### src/hw/rtl/assert_macros.svh
// Assertion helpers shared by the RTL.
// Depends on nothing; the including module supplies clk and rst.
`ifndef ASSERT_MACROS_SVH
`define ASSERT_MACROS_SVH

// Same-cycle implication, checked outside reset.
`define ASSERT_IMP(label, ante, cons) \
  label: assert property (@(posedge clk) disable iff (rst) (ante) |-> (cons)) \
    else $error("assertion failed");

// Next-cycle implication, checked outside reset.
`define ASSERT_NXT(label, ante, cons) \
  label: assert property (@(posedge clk) disable iff (rst) (ante) |=> (cons)) \
    else $error("assertion failed");

`endif

### src/hw/rtl/wtvm_pkg.sv
`timescale 1ns / 1ps
// Shared types and constants of the word tokenizer.
// No dependencies.
package wtvm_pkg;

  localparam int VOCAB_ENTRIES_DEF     = 256;
  localparam int MAX_TOKENS_DEF        = 12;
  localparam int WORD_BUFFER_BYTES_DEF = 32;

  // Input modes
  localparam logic [1:0] MODE_TEXT = 2'd0;
  localparam logic [1:0] MODE_EOT  = 2'd1;
  localparam logic [1:0] MODE_VBYTE = 2'd2;
  localparam logic [1:0] MODE_VHDR = 2'd3;

  localparam logic [15:0] UNKNOWN_ID = 16'd1;
  localparam logic [15:0] PAD_ID     = 16'd0;
  localparam logic [15:0] NUM_ID_RST = 16'd1;

  localparam logic [7:0] CH_UA = 8'h41;
  localparam logic [7:0] CH_UZ = 8'h5A;
  localparam logic [7:0] CH_LA = 8'h61;
  localparam logic [7:0] CH_LZ = 8'h7A;
  localparam logic [7:0] CH_0  = 8'h30;
  localparam logic [7:0] CH_9  = 8'h39;
  localparam logic [7:0] CASE_OFS = 8'h20;

  typedef struct packed {
    logic [1:0]  mode;
    logic [7:0]  text_byte;
    logic [7:0]  entry_index;
    logic [4:0]  byte_pos;
    logic [15:0] entry_id;
    logic [4:0]  word_length;
  } item_t;

  typedef struct packed {
    logic [15:0] token_id;
    logic [3:0]  slot;
    logic        last;
    logic [3:0]  token_count;
  } token_t;

  // Vocabulary write request from the controller
  typedef struct packed {
    logic        byte_we;
    logic        hdr_we;
    logic [7:0]  entry;
    logic [4:0]  pos;
    logic [7:0]  data;
    logic [15:0] id;
    logic [4:0]  len;
  } vwr_t;

  typedef struct packed {
    logic [15:0] id;
    logic [4:0]  len;
  } vhdr_t;

endpackage

### src/hw/rtl/wtvm_word_buf.sv
`timescale 1ns / 1ps
// Pending word buffer and its compare against one vocabulary row.
// Depends on wtvm_pkg.
module wtvm_word_buf import wtvm_pkg::*; #(
  parameter int WORD_BUFFER_BYTES = WORD_BUFFER_BYTES_DEF,
  localparam int WMAX = WORD_BUFFER_BYTES - 1,
  localparam int LW   = $clog2(WORD_BUFFER_BYTES),
  localparam int PW   = (WMAX > 1) ? $clog2(WMAX) : 1
) (
  input  logic                 clk,
  input  logic                 rst,
  input  logic                 push,
  input  logic [7:0]           push_byte,
  input  logic                 push_digit,
  input  logic                 clear,
  input  vhdr_t                row_hdr,
  input  logic [WMAX-1:0][7:0] row,
  output logic [LW-1:0]        len,
  output logic                 all_digits,
  output logic                 match
);

  logic [7:0] wbytes [WMAX];
  logic       bytes_eq;

  // Append or drop the word
  always_ff @(posedge clk) begin
    if (rst || clear) begin
      len        <= '0;
      all_digits <= 1'b1;
    end else if (push) begin
      len <= len + 1'b1;
      if (!push_digit) all_digits <= 1'b0;
    end
  end

  always_ff @(posedge clk) begin
    if (push && !clear) wbytes[PW'(len)] <= push_byte;
  end

  // Compare the bytes in use, ignore the rest
  always_comb begin
    bytes_eq = 1'b1;
    for (int k = 0; k < WMAX; k++) begin
      if (k < int'(len) && wbytes[k] != row[k]) bytes_eq = 1'b0;
    end
    match = bytes_eq && (row_hdr.len != 5'd0) && (int'(row_hdr.len) == int'(len));
  end

endmodule

### config.mk
export PLATFORM = sky130hd
export DESIGN_NAME = wtvm_word_buf
export DESIGN_NICKNAME = d
export VERILOG_FILES = /design/src/hw/rtl/assert_macros.svh /design/src/hw/rtl/wtvm_pkg.sv /design/src/hw/rtl/wtvm_word_buf.sv
export SDC_FILE = /design/constraint.sdc
export NUM_CORES = 1
export LEC_CHECK = 0
export BUFFER_PORTS_ARGS = -buffer_cell sky130_fd_sc_hd__buf_2
export CAP_MARGIN = 20
export CORE_UTILIZATION = 57
export DETAILED_ROUTE_END_ITERATION = 12
export PLACE_DENSITY = 0.85
export SETUP_SLACK_MARGIN = 0.05
export SYNTH_ARGS = -nofsm -noshare
export SYNTH_HDL_FRONTEND = slang
export SYNTH_SLANG_ARGS = --single-unit
### constraint.sdc
create_clock -name clk -period 5.6 [get_ports clk]
set_input_delay 0.84 -clock clk [delete_from_list [all_inputs] [get_ports clk]]
set_output_delay 0.84 -clock clk [all_outputs]
set_load 0.1 [all_outputs]
==> results.md <==
- Outcome: complete, no violations
- Synth Register Bits: 254
- Max Clock Skew: ~21 ps
- Critical path capture point type: output port
- Placed cells: 1248
- Global route overflow: 0
- First-pass GRT wire length: about 40 mm
- Routability Congestion: 0.798
- Reg2reg path depth: 4
- CTS tree: done
- Global Route Usage Sum: 0.272
- Root Driver: clkbuf_16
- Syn avg cell area: about 15 µm²
- Post-layout util: 0.716
- Initial antenna violation count: 5
- End of the worst register-to-register path: wbytes[29][2]$_DFFE_PP_
- Initial core utilization: 0.585
- Vias in the first global route: between 7000 and 8000
- Cell Area, Synth: 11000 µm²
- Min Clock Period, post-route: about 4100 ps
- Worst VDD drop: roughly 0.28 mV
- PD cells: 297 nW/µm²
- CTS resizes: 0
- I/O Buffers: about 270
- Initial drt markers: about 520
- CTS clock-pin slew for the worst setup and hold paths: approximately 70 ps
- Synth cell types: between 40 and 50
- Static leakage: between 0.004 and 0.005 µW
- Dpl hpwl: roughly 19 mm
- Worst r2r src: len[1]$_SDFFE_PP0P_
- Max Cap Viol: 0
- Critical path type: register to output port
- Largest net degree at the start of global routing: 32
- Highest Clock Rate: ~240 MHz
- Syn Nets: 1012
- First-pass iteration count of the detailed router: 5
- Clk sink count: roughly 250
- EDFF count, synth: 248
- H-tree levels: 1
- Clock buffer depth: 3
- Crit. Startpoint: len[1]$_SDFFE_PP0P_
- Worst-margin pin slew: between 800 and 900 ps
- Placed cell areas: 12700 µm²
- Setup_tns: 0 ps
- Async SR Flop Fraction: 0
- Die width: 141 µm
- Reg-to-reg slack, setup: 3070 ps
- Worst Setup EP: match
- Synth Flop Type: edfxtp_1
- RSZ-0062 raised after global routing: false
- Vias post-DR: approximately 7000
- Layout Area Growth over Synthesis: 22.5%
- Fillers: 1217
- Register area share after synthesis: 0.687
- Design area: about 13000 µm²
- Die H: roughly 140 µm
- Die area: a little under 20000 µm²
- Hold Path Class: register to register
- Final setup fails: 0
- Yosys warns: 0
- Post-Route WL: between 20 and 30 mm
- # DRC: 0
- Postcts setup bufs: 0
- Synth cell count leaders: edfxtp_1 (248), xor2_1 (178), xnor2_1 (78)
- CTS Hold Buffers Added: 0
- WL per Instance: roughly 21 µm
- ANT nets after route: 0
- Yosys top cell area share: 0.676
- Max-slew violation count: 0
- Crit path DAT: about 3300 ps
- Row cnt: 50
- Top-count cell post-synth: edfxtp_1
- Layout cells sized above 1: 0.305
- Synth top area cells: edfxtp_1 (68%), xor2_1 (14%), xnor2_1 (6.2%)
- CTS Buf Count: 25
- Via/cell ratio: 5.45
- Fin cells: 1295
- Core Area: 18800 µm²
- Required time of the worst setup path: 4760 ps
- Final hold vios: 0
- Nets: about 1300
- Worst setup SP type: register
- Mapped Cells: between 700 and 800
- Worst skew pair latency: about 530 ps
- Largest area contributor in the netlist: edfxtp_1
- Largest fanout on the critical path: 15
- Slew headroom: 0.429
- IO Pins: approximately 290
- Tcrit/Tclk final: 0.738
==> routing by layer <==
metal,GRT usage,wire length [µm],part of all wire
met1,0.334,10600,0.39
met3,0.0734,2530,0.093
met4,0.0870,726,0.027
met5,0,11,0.00041
met2,0.471,13200,0.49
==> stage by stage <==
stage / total power (µW) / worst slack (ps) / hold slack, ps
6_report: 4010 / 1470 / 497
5_1_grt: 4110 / 1320 / 523
4_1_cts: 4030 / 1480 / 493
3_5_place_dp: 2400 / 1540 / 477
3_3_place_gp: 2390 / 1580 / 434
2_1_floorplan: 2230 / 1740 / 939
==> cells in the final DEF (no fill, tap or decap), drive strengths merged, types with 4 or more instances in the layout <==
cell	instances
o21ai	7
nand2	24
nand3	5
nand4	20
or3	4
xnor2	78
clkinv	7
nor4	48
a21oi	9
edfxtp	248
ha	4
inv	5
dfxtp	6
nor2	42
buf	274
xor2	178
nor3	5
clkbuf	30
==> where the power goes <==
part	switching [µW]	internal, µW
Sequential	4.00	2090
Combinational	141	122
Clock	689	966
Total	834	3180
==> state kept, by name (all words and copies together), names as in the netlist <==
signal / flops
wbytes: 248
len: 5
all_digits: 1
==> area by class of cell <==
| cell class | instances | area (µm²) | area share |
|---|---|---|---|
| Sequential cell | 254 | 7570 | 0.561 |
| Multi-Input combinational cell | 457 | 3390 | 0.251 |
| Timing Repair Buffer | 274 | 1380 | 0.102 |
| Clock buffer | 30 | 644 | 0.0478 |
| Tap cell | 260 | 325 | 0.0241 |
| Clock inverter | 15 | 170 | 0.0126 |
| Inverter | 3 | 11.3 | 0.000835 |
| Antenna cell | 2 | 5.00 | 0.000371 |
==> cells by family after synthesis <==
group	synth area share
XOR/XNOR	0.204
flip-flops	0.687
AND/OR/NAND/NOR	0.0750
AO/OA/AOI/OAI	0.0229
buffers and inverters	0.00522
adder cells (fa/ha/maj)	0.00545
multiplexers	0.000909
==> worst min path at each step <==
stage / from / end / slack (ps) / cells past startpoint
2_1_floorplan: push_byte[0] / wbytes[0][0]$_DFFE_PP_ / 940 / 0
6_report: all_digits$_SDFFE_PP1P_ / all_digits$_SDFFE_PP1P_ / 500 / 1
3_5_place_dp: all_digits$_SDFFE_PP1P_ / all_digits$_SDFFE_PP1P_ / 480 / 1
5_1_grt: all_digits$_SDFFE_PP1P_ / all_digits$_SDFFE_PP1P_ / 520 / 1
4_1_cts: all_digits$_SDFFE_PP1P_ / all_digits$_SDFFE_PP1P_ / 490 / 1
3_3_place_gp: all_digits$_SDFFE_PP1P_ / all_digits$_SDFFE_PP1P_ / 430 / 1
==> critical path: stages (launching register included) <==
cell,delay (ps)
dfxtp_1,790
inv_1,360
nor2_1,460
maj3_1,240
o221ai_1,160
a21boi_0,200
and4_1,240
buf_2,300
Note: power is estimated with default switching activity, not from simulation.
